$ cat src/rtl/rled_pkg.sv
// Shared types and constants of the ED ED run-length decoder.
// No dependencies.
package rled_pkg;

   localparam int SizeW      = 17;
   localparam int ByteW      = 8;
   localparam int QueueDepth = 4;
   localparam int PtrW       = $clog2(QueueDepth);
   localparam int CountW     = $clog2(QueueDepth + 1);
   localparam int MaxPush    = 3;

   localparam logic [ByteW-1:0] EscapeByte = 8'd237;
   localparam logic [ByteW-1:0] PadByte    = 8'd0;
   localparam logic [SizeW-1:0] SizeReset  = 17'd16384;

   typedef struct packed {
      logic [ByteW-1:0] byte_value;
      logic [SizeW-1:0] run_length;
      logic             last_run;
   } run_type;

   typedef struct packed {
      logic [MaxPush-1:0]          en;
      run_type [MaxPush-1:0]       run;
   } push_type;

endpackage

$ cat src/rtl/ed_ed_run_length_decoder.sv
// ED ED run-length decoder, top level.
// Depends on rled_pkg, rled_decode and rled_queue.
//
// Usage:
//   req_*  carries one compressed byte per item plus an end-of-input flag.
//   rsp_*  carries decoded runs (value, length); the run flagged last is the
//          zero padding that fills the block up to output_size.
//   csr_*  writes output_size; always ready, write only while idle.
// Both data channels move an item on an edge with valid high and stall low.
// An accepted item is registered, decoded into the result queue once the
// queue has room, and its first run is then shown at the queue head.
// Throughput: one item per cycle while items yield at most one run each and rsp_stall is low.
// An item can yield up to three runs; the four-entry result queue must have
// room for three before the registered item is decoded, so runs drain at
// one per cycle while rsp_stall is low and req_stall rises when the queue backs up.
// Reset (synchronous) empties the queue, clears the escape state and the
// byte count, and sets output_size to 16384.
// While rsp_stall is high the shown run holds; items are still decoded until
// fewer than three queue entries are free, then req_stall holds the sender.
module ed_ed_run_length_decoder import rled_pkg::*; (
   input  logic             clock,
   input  logic             reset,
   input  logic             req_valid,
   output logic             req_stall,
   input  logic [ByteW-1:0] req_data_byte,
   input  logic             req_end_of_input,
   output logic             rsp_valid,
   input  logic             rsp_stall,
   output logic [ByteW-1:0] rsp_byte_value,
   output logic [SizeW-1:0] rsp_run_length,
   output logic             rsp_last_run,
   input  logic             csr_valid,
   output logic             csr_ready,
   input  logic [SizeW-1:0] csr_output_size
);

   logic [SizeW-1:0] size_ff;
   push_type         push;
   logic             queue_room;
   run_type          out_run;

   assign csr_ready = 1'b1;

   always_ff @(posedge clock) begin
      if (reset) begin
         size_ff <= SizeReset;
      end else if (csr_valid && csr_ready) begin
         size_ff <= csr_output_size;
      end
   end

   rled_decode u_decode (
      .clock           (clock),
      .reset           (reset),
      .output_size     (size_ff),
      .in_valid        (req_valid),
      .in_data_byte    (req_data_byte),
      .in_end_of_input (req_end_of_input),
      .in_stall        (req_stall),
      .queue_room      (queue_room),
      .push            (push)
   );

   rled_queue u_queue (
      .clock     (clock),
      .reset     (reset),
      .push      (push),
      .room      (queue_room),
      .out_valid (rsp_valid),
      .out_stall (rsp_stall),
      .out_run   (out_run)
   );

   assign rsp_byte_value = out_run.byte_value;
   assign rsp_run_length = out_run.run_length;
   assign rsp_last_run   = out_run.last_run;

endmodule

$ cat src/rtl/rled_decode.sv
// Input register, escape state and run generation with clipping.
// Depends on rled_pkg.
module rled_decode import rled_pkg::*; (
   input  logic             clock,
   input  logic             reset,
   input  logic [SizeW-1:0] output_size,
   input  logic             in_valid,
   input  logic [ByteW-1:0] in_data_byte,
   input  logic             in_end_of_input,
   output logic             in_stall,
   input  logic             queue_room,
   output push_type         push
);

   typedef enum logic [1:0] {
      PH_NORMAL,
      PH_ONE_ESC,
      PH_TWO_ESC,
      PH_COUNT
   } phase_type;

   logic             in_valid_ff;
   logic [ByteW-1:0] data_ff;
   logic             eoi_ff;

   phase_type        phase_ff, phase_in;
   logic [ByteW-1:0] held_ff, held_in;
   logic [SizeW-1:0] produced_ff, produced_in;

   logic             advance;
   logic             load;
   logic [SizeW-1:0] room0, room1, room2;
   logic [SizeW-1:0] len_a, run_a, run_b;
   logic [ByteW-1:0] val_a;
   logic             want_b;

   assign advance  = in_valid_ff & queue_room;
   assign in_stall = in_valid_ff & ~queue_room;
   assign load     = in_valid & ~in_stall;

   always_comb begin
      room0    = (output_size > produced_ff) ? (output_size - produced_ff) : '0;
      len_a    = '0;
      val_a    = data_ff;
      want_b   = 1'b0;
      phase_in = phase_ff;
      held_in  = held_ff;
      if (room0 != '0) begin
         unique case (phase_ff)
            PH_NORMAL: begin
               if (data_ff != EscapeByte || eoi_ff) begin
                  len_a = SizeW'(1);
               end else begin
                  phase_in = PH_ONE_ESC;
               end
            end
            PH_ONE_ESC: begin
               if (data_ff != EscapeByte) begin
                  val_a    = EscapeByte;
                  len_a    = SizeW'(1);
                  want_b   = 1'b1;
                  phase_in = PH_NORMAL;
               end else begin
                  phase_in = PH_TWO_ESC;
               end
            end
            PH_TWO_ESC: begin
               held_in  = data_ff;
               phase_in = PH_COUNT;
            end
            PH_COUNT: begin
               len_a    = {{(SizeW-ByteW){1'b0}}, held_ff};
               phase_in = PH_NORMAL;
            end
            default: phase_in = PH_NORMAL;
         endcase
      end
      run_a       = (len_a > room0) ? room0 : len_a;
      room1       = room0 - run_a;
      run_b       = (want_b && room1 != '0) ? SizeW'(1) : '0;
      room2       = room1 - run_b;
      produced_in = produced_ff + run_a + run_b;
      if (eoi_ff) begin
         phase_in    = PH_NORMAL;
         held_in     = '0;
         produced_in = '0;
      end

      push.en[0]  = advance && (run_a != '0);
      push.run[0] = '{byte_value: val_a, run_length: run_a, last_run: 1'b0};
      push.en[1]  = advance && (run_b != '0);
      push.run[1] = '{byte_value: data_ff, run_length: run_b, last_run: 1'b0};
      push.en[2]  = advance && eoi_ff;
      push.run[2] = '{byte_value: PadByte, run_length: room2, last_run: 1'b1};
   end

   always_ff @(posedge clock) begin
      if (reset) begin
         in_valid_ff <= 1'b0;
         phase_ff    <= PH_NORMAL;
         held_ff     <= '0;
         produced_ff <= '0;
      end else begin
         if (load) begin
            in_valid_ff <= 1'b1;
         end else if (advance) begin
            in_valid_ff <= 1'b0;
         end
         if (advance) begin
            phase_ff    <= phase_in;
            held_ff     <= held_in;
            produced_ff <= produced_in;
         end
      end
   end

   always_ff @(posedge clock) begin
      if (load) begin
         data_ff <= in_data_byte;
         eoi_ff  <= in_end_of_input;
      end
   end

endmodule

$ cat src/rtl/rled_queue.sv
// Result queue: takes up to three runs a cycle, hands out one while out_stall is low.
// Depends on rled_pkg.
module rled_queue import rled_pkg::*; (
   input  logic     clock,
   input  logic     reset,
   input  push_type push,
   output logic     room,
   output logic     out_valid,
   input  logic     out_stall,
   output run_type  out_run
);

   run_type           q_ff [QueueDepth];
   logic [PtrW-1:0]   wptr_ff, wptr_in;
   logic [PtrW-1:0]   rptr_ff, rptr_in;
   logic [CountW-1:0] count_ff, count_in;
   logic [CountW-1:0] after_pop;
   logic [CountW-1:0] n_push;
   logic [PtrW-1:0]   pos [MaxPush];
   logic              pop;

   assign out_valid = (count_ff != '0);
   assign out_run   = q_ff[rptr_ff];
   assign pop       = out_valid & ~out_stall;
   assign after_pop = count_ff - CountW'(pop);
   assign room      = (after_pop <= CountW'(QueueDepth - MaxPush));

   always_comb begin
      pos[0]   = '0;
      pos[1]   = PtrW'(push.en[0]);
      pos[2]   = PtrW'(push.en[0]) + PtrW'(push.en[1]);
      n_push   = CountW'(push.en[0]) + CountW'(push.en[1]) + CountW'(push.en[2]);
      wptr_in  = wptr_ff + PtrW'(n_push);
      rptr_in  = rptr_ff + PtrW'(pop);
      count_in = after_pop + n_push;
   end

   always_ff @(posedge clock) begin
      if (reset) begin
         wptr_ff  <= '0;
         rptr_ff  <= '0;
         count_ff <= '0;
      end else begin
         wptr_ff  <= wptr_in;
         rptr_ff  <= rptr_in;
         count_ff <= count_in;
      end
   end

   always_ff @(posedge clock) begin
      for (int i = 0; i < MaxPush; i++) begin
         if (push.en[i]) begin
            q_ff[wptr_ff + pos[i]] <= push.run[i];
         end
      end
   end

endmodule

$ cat config.mk
export PLATFORM = sky130hd
export DESIGN_NAME = ed_ed_run_length_decoder
export DESIGN_NICKNAME = d
export VERILOG_FILES = /design/src/rtl/rled_pkg.sv /design/src/rtl/ed_ed_run_length_decoder.sv /design/src/rtl/rled_decode.sv /design/src/rtl/rled_queue.sv
export SDC_FILE = /design/constraint.sdc
export NUM_CORES = 1
export LEC_CHECK = 0
export ABC_AREA = 1
export BUFFER_PORTS_ARGS = -buffer_cell sky130_fd_sc_hd__buf_4
export CORE_MARGIN = 2
export CORE_UTILIZATION = 55
export DETAILED_ROUTE_END_ITERATION = 7
export GPL_TIMING_DRIVEN = 0
export PLACE_DENSITY = 0.77
export REMOVE_ABC_BUFFERS = 1
export SKIP_CTS_REPAIR_TIMING = 1
export SYNTH_ARGS = -nofsm -noshare
export SYNTH_HDL_FRONTEND = slang
export SYNTH_SLANG_ARGS = --single-unit
$ cat constraint.sdc
create_clock -name clock -period 9.6 [get_ports clock]
set_input_delay 2.4 -clock clock [delete_from_list [all_inputs] [get_ports clock]]
set_output_delay 2.4 -clock clock [all_outputs]
set_load 0.005 [all_outputs]
==> results of run 1 <==
==> cells in the final DEF (no fill, tap or decap), drive strengths merged, types with 7 or more instances in the layout <==
cell type and instances:
clkbuf 19, nand4 27, buf 90, o22ai 36, nor2 219, nand2 322
a21oi 92, xnor2 10, xor2 18, nor3 20, conb 9, or2 7
edfxtp 77, ha 56, nand3 105, dfxtp 88, inv 196, o21ai 123
==> cell type report <==
cell class	count	area share [%]
multi-input combinational	1078	49.2
sequential	165	32.2
inverter	191	5.84
timing repair buffer	90	5.44
clock buffer	19	3.59
tap	265	2.62
clock inverter	13	0.978
timing repair inverter	1	0.0593
==> cell families (layout without fill, tap and decap cells) <==
kind of cell,after synthesis,after routing,synth area share [%]
AO/OA/AOI/OAI,267,267,13.2
XOR/XNOR,28,28,2.27
adder cells (fa/ha/maj),62,62,7.60
buffers and inverters,235,314,8.62
flip-flops,165,165,37.7
other,2,9,0.0696
AND/OR/NAND/NOR,711,712,30.5
==> flip-flops by register name, indices dropped and copies added (netlist names) <==
name / count
u_decode.in_valid_ff: 1
u_decode.phase_ff: 2
u_queue.wptr_ff: 2
u_queue.count_ff: 3
size_ff: 17
u_decode.held_ff: 8
u_decode.eoi_ff: 1
u_queue.rptr_ff: 2
u_queue.q_ff: 104
u_decode.data_ff: 8
u_decode.produced_ff: 17
==> power groups by stage <==
stage | combinational, mW | clock [mW] | sequential, mW
6_report | 1.57 | 0.682 | 1.00
5_1_grt | 1.74 | 0.712 | 1.02
4_1_cts | 1.41 | 0.680 | 0.998
3_5_place_dp | 1.40 | 0 | 1.01
3_3_place_gp | 1.37 | 0 | 1.01
2_1_floorplan | 0.998 | 0 | 0.977
==> layer usage <==
layer / GRT usage [%] / up-vias / wire [um] / part of all wire, %
met5: 0 / - / 0 / 0
met4: 9.24 / 0 / 594 / 2.1
met3: 3.31 / 51 / 1690 / 5.9
met2: 44.5 / 376 / 14200 / 50
met1: 34.4 / 4742 / 12200 / 43
li1: - / 5018 / - / -
==> worst min-delay path, delay by kind of cell (launching register included) <==
| kind | cells | cell delay, ps |
|---|---|---|
| simple gates | 2 | 100 |
| flops | 1 | 310 |
==> how the worst max path moves through the flow <==
stage,start,endpoint
floorplan,size_ff[0],u_queue.q_ff[0][1]
global placement,size_ff[0],u_queue.q_ff[0][8]
CTS,size_ff[0],u_queue.q_ff[0][6]
detailed placement,size_ff[0],u_queue.q_ff[0][6]
global route,u_decode.produced_ff[10],u_decode.produced_ff[16]
finish,u_decode.produced_ff[9],u_decode.produced_ff[16]
==> impl_metrics.csv, run 1 <==
group,metric,value,unit
sta,holdWs,443,ps
min_path,hold_depth,2,
power,p_comb_share,48.2,%
place,routabilityCongestion,0.890,
route,firstDrtPassIters,6,
sta,drv_slew,0,
clock_tree,cts_tree,"built",
global_route,track_usage,26.2,%
final_layout,multi_input_area,6230,um2
final_layout,nNetsFinal,1637,
min_path,hold_start,"u_queue.q_ff[3][20]",
place,dp.cells,1756,
route,num_vias,10200,
final_layout,nFillCells,1663,
logic_synthesis,ys.flop_type,"dfxtp_1",
floorplan,die_area,20800,um2
setup_path,r2r_start,"u_decode.produced_ff[9]",
final_layout,final_cells,1822,
place,hpwl,18.7,mm
sta,period_share,93.8,%
route,wl_per_cell,15.8,um
floorplan,fp.coreArea,19300,um2
setup_path,crit_path_top_delay_cell,"dfxtp_1",
floorplan,fp.dieH,144,um
global_route,overflow,0,
logic_synthesis,netlist_instances,1470,
logic_synthesis,avgSynthCellArea,7.34,um2
final_layout,fin_area,12700,um2
clock_tree,clk_pin_slew,80,ps
sta,setup_viol,0,
global_route,grt_antenna_before_repair,0,
final_layout,drive_above_1_share,17.8,%
global_route,grt_pass1_vias,8873,
setup_path,worstPathArrival,9380,ps
place,portBuffers,58,
setup_path,rrSetupSlack,590,ps
global_route,grt_pass1_wl,42.7,mm
logic_synthesis,yosysMostFrequentCell,"nand2_1",
clock_tree,root_buffer,"clkbuf_16",
sta,maxSlewHeadroom,28.0,%
logic_synthesis,synth_common_cells,"nand2_1, nor2_1, inv_1",
logic_synthesis,seq_area_frac_synth,37.7,%
setup_path,crit_type,"reg2reg",
sta,max_freq,111,MHz
final_layout,final_util,65.5,%
setup_path,crit_required,9970,ps
status,status,"completed",
logic_synthesis,syn_area,10800,um2
power,p_total,3.25,mW
clock_tree,cts.sinks,165,
setup_path,cp.depth,70,
route,wl,28.7,mm
floorplan,io-pin-count,60,
setup_path,slowest_delay,370,ps
setup_path,cp_num_buf_inv,10,
power,leakage,5.84,nW
route,ant_nets,0,
final_layout,diodes,0,
route,drt_iter0_drc,907,
clock_tree,cts_buffer_depth,2,
power,ir_worst_vdd,0.160,mV
route,drc,0,
power,seqPwrFrac,30.8,%
setup_path,cp-start-kind,"flop",
power,netSwitchingPower,1.39,mW
final_layout,syn2layout_area_growth,17.3,%
setup_path,reg2reg_to,"u_decode.produced_ff[16]",
setup_path,r2r_cells,70,
power,p_clk_share,21.0,%
setup_path,cp_top_family,"simple AND/OR/NAND/NOR gates",
logic_synthesis,ys_async_sr_fraction,0,%
logic_synthesis,synth_top_area_share,21.4,%
sta,fin_tns_setup,0,ps
floorplan,initial_core_util,55.8,%
clock_tree,numCtsBuffers,17,
power,switching_share,42.7,%
setup_path,path_max_fanout,13,
logic_synthesis,ys_warn_count,0,
logic_synthesis,yosysUniqueCellTypes,49,
power,p_int,1.86,mW
place,place_ws,-525,ps
power,powerDensity,257,nW/um2
sta,final.setup.worst_slack,594,ps
sta,hold_violations,0,
logic_synthesis,synth_edf_count,77,
sta,timing_worst_slew_pin_value,1080,ps
global_route,grt_max_degree,59,
final_layout,seq_area,4080,um2
min_path,min_path_type,"reg2reg",
setup_path,cp_common_cell,"nand2_1",
place,place_area,11400,um2
job,maxCapViolations,0,
logic_synthesis,synth_area_leaders,"edfxtp_1, dfxtp_1, nand2_1",
sta,period_minus_slack,9010,ps
clock_tree,worstSkewPairLatency,440,ps
logic_synthesis,synth-seq-cells,165,
sta,finalClockSkew,14.6,ps
clock_tree,cts.htree.levels,4,
setup_path,worstSetupEndpointType,"flop",
floorplan,rows,51,
logic_synthesis,synth_top_area_cell,"edfxtp_1",
route,avgViaCountPerCell,5.59,
floorplan,die_w,144,um
min_path,hold_path_end,"u_queue.q_ff[3][20]",
No activity file was read; power rests on OpenSTA's default activity.
==> run 2: changes to the inputs <==
--- a/config.mk
+++ b/config.mk
@@ -11,9 +11,9 @@
 export CORE_UTILIZATION = 55
 export DETAILED_ROUTE_END_ITERATION = 7
 export GPL_TIMING_DRIVEN = 0
-export PLACE_DENSITY = 0.77
+export PLACE_DENSITY = 0.76
 export REMOVE_ABC_BUFFERS = 1
-export SKIP_CTS_REPAIR_TIMING = 1
 export SYNTH_ARGS = -nofsm -noshare
 export SYNTH_HDL_FRONTEND = slang
+export SYNTH_HIERARCHICAL = 1
 export SYNTH_SLANG_ARGS = --single-unit
==> run 2 against run 1 <==
Design area up 13%. Power fell by 0.22%. Core utilization shrank 4.6 points. Global-route usage grew 1.4 points. Sequential power shrank 4%. Final cell count grew 27%. Die area up 22%. Routed wire length increased by 24%. Critical path depth shrank 27. Synthesized cell count up 34%. Worst hold slack gained 36 ps. Sequential cell count unchanged. Critical endpoint is now u_queue/q_ff[0][16].
==> impl_metrics.csv, run 2 <==
group,metric,value,unit
floorplan,io-pin-count,60,
logic_synthesis,synth_top_area_share,25.6,%
floorplan,fp.coreArea,23500,um2
logic_synthesis,synth_top_family_by_area,"simple AND/OR/NAND/NOR gates",
logic_synthesis,netlist_instances,1971,
job,maxCapViolations,0,
global_route,grt_antenna_before_repair,0,
final_layout,final_common_cell,"nand2_1",
global_route,track_usage,27.5,%
sta,drv_slew,0,
logic_synthesis,synth_compound_gate_area_share,8.19,%
floorplan,rows,56,
clock_tree,cts_tree,"built",
setup_path,worstPathArrival,9060,ps
clock_tree,clk_pin_slew,80,ps
setup_path,worstSetupEndpointType,"flop",
global_route,grt_pass1_wl,57.5,mm
route,drc,0,
setup_path,cp_common_cell,"nand2_1",
sta,max_freq,111,MHz
final_layout,nFillCells,2154,
route,avgViaCountPerCell,5.47,
sta,hold_violations,0,
setup_path,crit_path_top_delay_cell,"nand3_4",
route,drt_iter0_drc,1408,
clock_tree,numCtsBuffers,17,
route,ant_nets,0,
final_layout,nNetsFinal,2074,
setup_path,path_max_fanout,28,
global_route,grt_max_degree,55,
clock_tree,cts_buffer_depth,2,
power,ir_worst_vdd,0.143,mV
route,firstDrtPassIters,6,
place,portBuffers,58,
status,status,"completed",
sta,timing_worst_slew_pin_value,1330,ps
logic_synthesis,seq_area_frac_synth,33.4,%
place,routabilityCongestion,0.906,
route,wl_per_cell,15.4,um
clock_tree,holdBufCountCts,0,
global_route,overflow,0,
logic_synthesis,synth_area_leaders,"edfxtp_1, nand2_1, nand3_1",
logic_synthesis,syn_area,13300,um2
setup_path,crit_type,"reg2reg",
floorplan,die_area,25400,um2
logic_synthesis,synth_common_cells,"nand2_1, nand3_1, inv_1",
final_layout,seq_area,4440,um2
sta,period_share,93.6,%
power,leakage,6.98,nW
global_route,grt_pass1_vias,11800,
logic_synthesis,synth_fa_ha_area_share,6.34,%
logic_synthesis,avgSynthCellArea,6.73,um2
setup_path,slowest_delay,670,ps
logic_synthesis,synth-xor-area-share,1.83,%
final_layout,multi_input_area,7410,um2
logic_synthesis,yosysUniqueCellTypes,53,
min_path,min_path_type,"reg2reg",
clock_tree,root_buffer,"clkbuf_16",
route,num_vias,12600,
setup_path,cp-start-kind,"flop",
sta,holdWs,479,ps
clock_tree,cts.htree.levels,4,
setup_path,crit_required,9670,ps
logic_synthesis,ys_warn_count,6,
power,p_total,3.24,mW
sta,maxSlewHeadroom,11.5,%
final_layout,final_cell_mix,"nand2_1, nand3_1, inv_1, nor2_1, edfxtp_1",
logic_synthesis,synthMuxAreaShare,0,%
final_layout,diodes,0,
logic_synthesis,synth-seq-cells,165,
clock_tree,postCtsSetupRepairBufs,0,
logic_synthesis,synth_top_area_cell,"edfxtp_1",
floorplan,die_w,159,um
final_layout,syn2layout_area_growth,8.02,%
place,hpwl,23.0,mm
logic_synthesis,synthSimpleGateAreaFrac,37.4,%
clock_tree,worstSkewPairLatency,440,ps
power,powerDensity,226,nW/um2
floorplan,initial_core_util,56.4,%
floorplan,fp.dieH,159,um
sta,setup_viol,0,
logic_synthesis,yosysMostFrequentCell,"nand2_1",
sta,finalClockSkew,19.0,ps
logic_synthesis,ys_async_sr_fraction,0,%
logic_synthesis,synth_edf_count,113,
sta,rsz0062_at_grt,"yes",
final_layout,final_util,60.9,%
logic_synthesis,ys.flop_type,"edfxtp_1",
final_layout,drive_above_1_share,9.28,%
sta,period_minus_slack,8990,ps
final_layout,largest_reg_flops,104,
route,wl,35.6,mm
clock_tree,cts.sinks,165,
run 2: final cells by class:
| type | count | area share (%) |
|---|---|---|
| clock inverters | 15 | 1.25 |
| multi-input cells | 1472 | 51.7 |
| repair buffers | 60 | 3.32 |
| clock buffers | 17 | 2.97 |
| flip-flops and latches | 165 | 30.9 |
| well taps | 319 | 2.79 |
| inverters | 264 | 7.00 |
run 2: worst paths after layout:
check                                start             endpoint  slack [ps]  cells past startpoint
setup / recovery  u_decode/produced_ff[12]  u_queue/q_ff[0][16]         610                     43
hold / removal                  size_ff[8]           size_ff[8]         480                      2
setup reg to reg  u_decode/produced_ff[12]  u_queue/q_ff[0][16]         610                     43
hold reg to reg                 size_ff[8]           size_ff[8]         480                      2
run 2: worst max-delay path, delay by kind of cell, from the launching register on:
| family | cells | cell delay, ps |
|---|---|---|
| adder cells (fa/ha/maj) | 5 | 1820 |
| AND/OR/NAND/NOR | 26 | 4680 |
| flip-flops | 1 | 370 |
| buffers and inverters | 4 | 300 |
| AO/OA/AOI/OAI | 8 | 1430 |
run 2: logic make-up after synthesis:
group / after synthesis
flip-flops: 165
AO/OA/AOI/OAI: 192
other: 3
XOR/XNOR: 26
adder cells (fa/ha/maj): 63
AND/OR/NAND/NOR: 1144
buffers and inverters: 378
run 2: timing repair:
action / 4_1_cts / 5_1_grt
endpoints found under the setup margin: 26 / 191
gates cloned: 0 / 2
hold endpoints to repair: 0 / 0
resized for setup: 1 / 19
pin swaps: 0 / 6
run 2: layer usage:
| layer | vias to the layer above | global-route usage [%] | wire length (um) |
|---|---|---|---|
| met5 | - | 0 | 0 |
| met4 | 0 | 12.6 | 952 |
| met3 | 92 | 3.46 | 2990 |
| met2 | 613 | 47.5 | 17100 |
| met1 | 5658 | 34.6 | 14500 |
| li1 | 6275 | - | - |
run 2: through the flow:
stage | cell area, um2 | instances | setup TNS, ps | worst slack, ps
after floorplan | 12700 | 1899 | 0 | 1020
after global placement | 13600 | 2276 | -130040 | -2010
after detailed placement | 13600 | 2278 | -2680 | -106
after CTS | 14200 | 2310 | 0 | 48.7
after global routing | 14300 | 2312 | -15790 | -269
final | 14300 | 2312 | 0 | 610
run 2: power breakdown:
| part | switching [mW] | internal, mW | leakage (nW) |
|---|---|---|---|
| clock | 0.339 | 0.374 | 0.293 |
| sequential | 0.0529 | 0.911 | 1.44 |
| combinational | 1.05 | 0.515 | 5.25 |
| total | 1.44 | 1.80 | 6.98 |
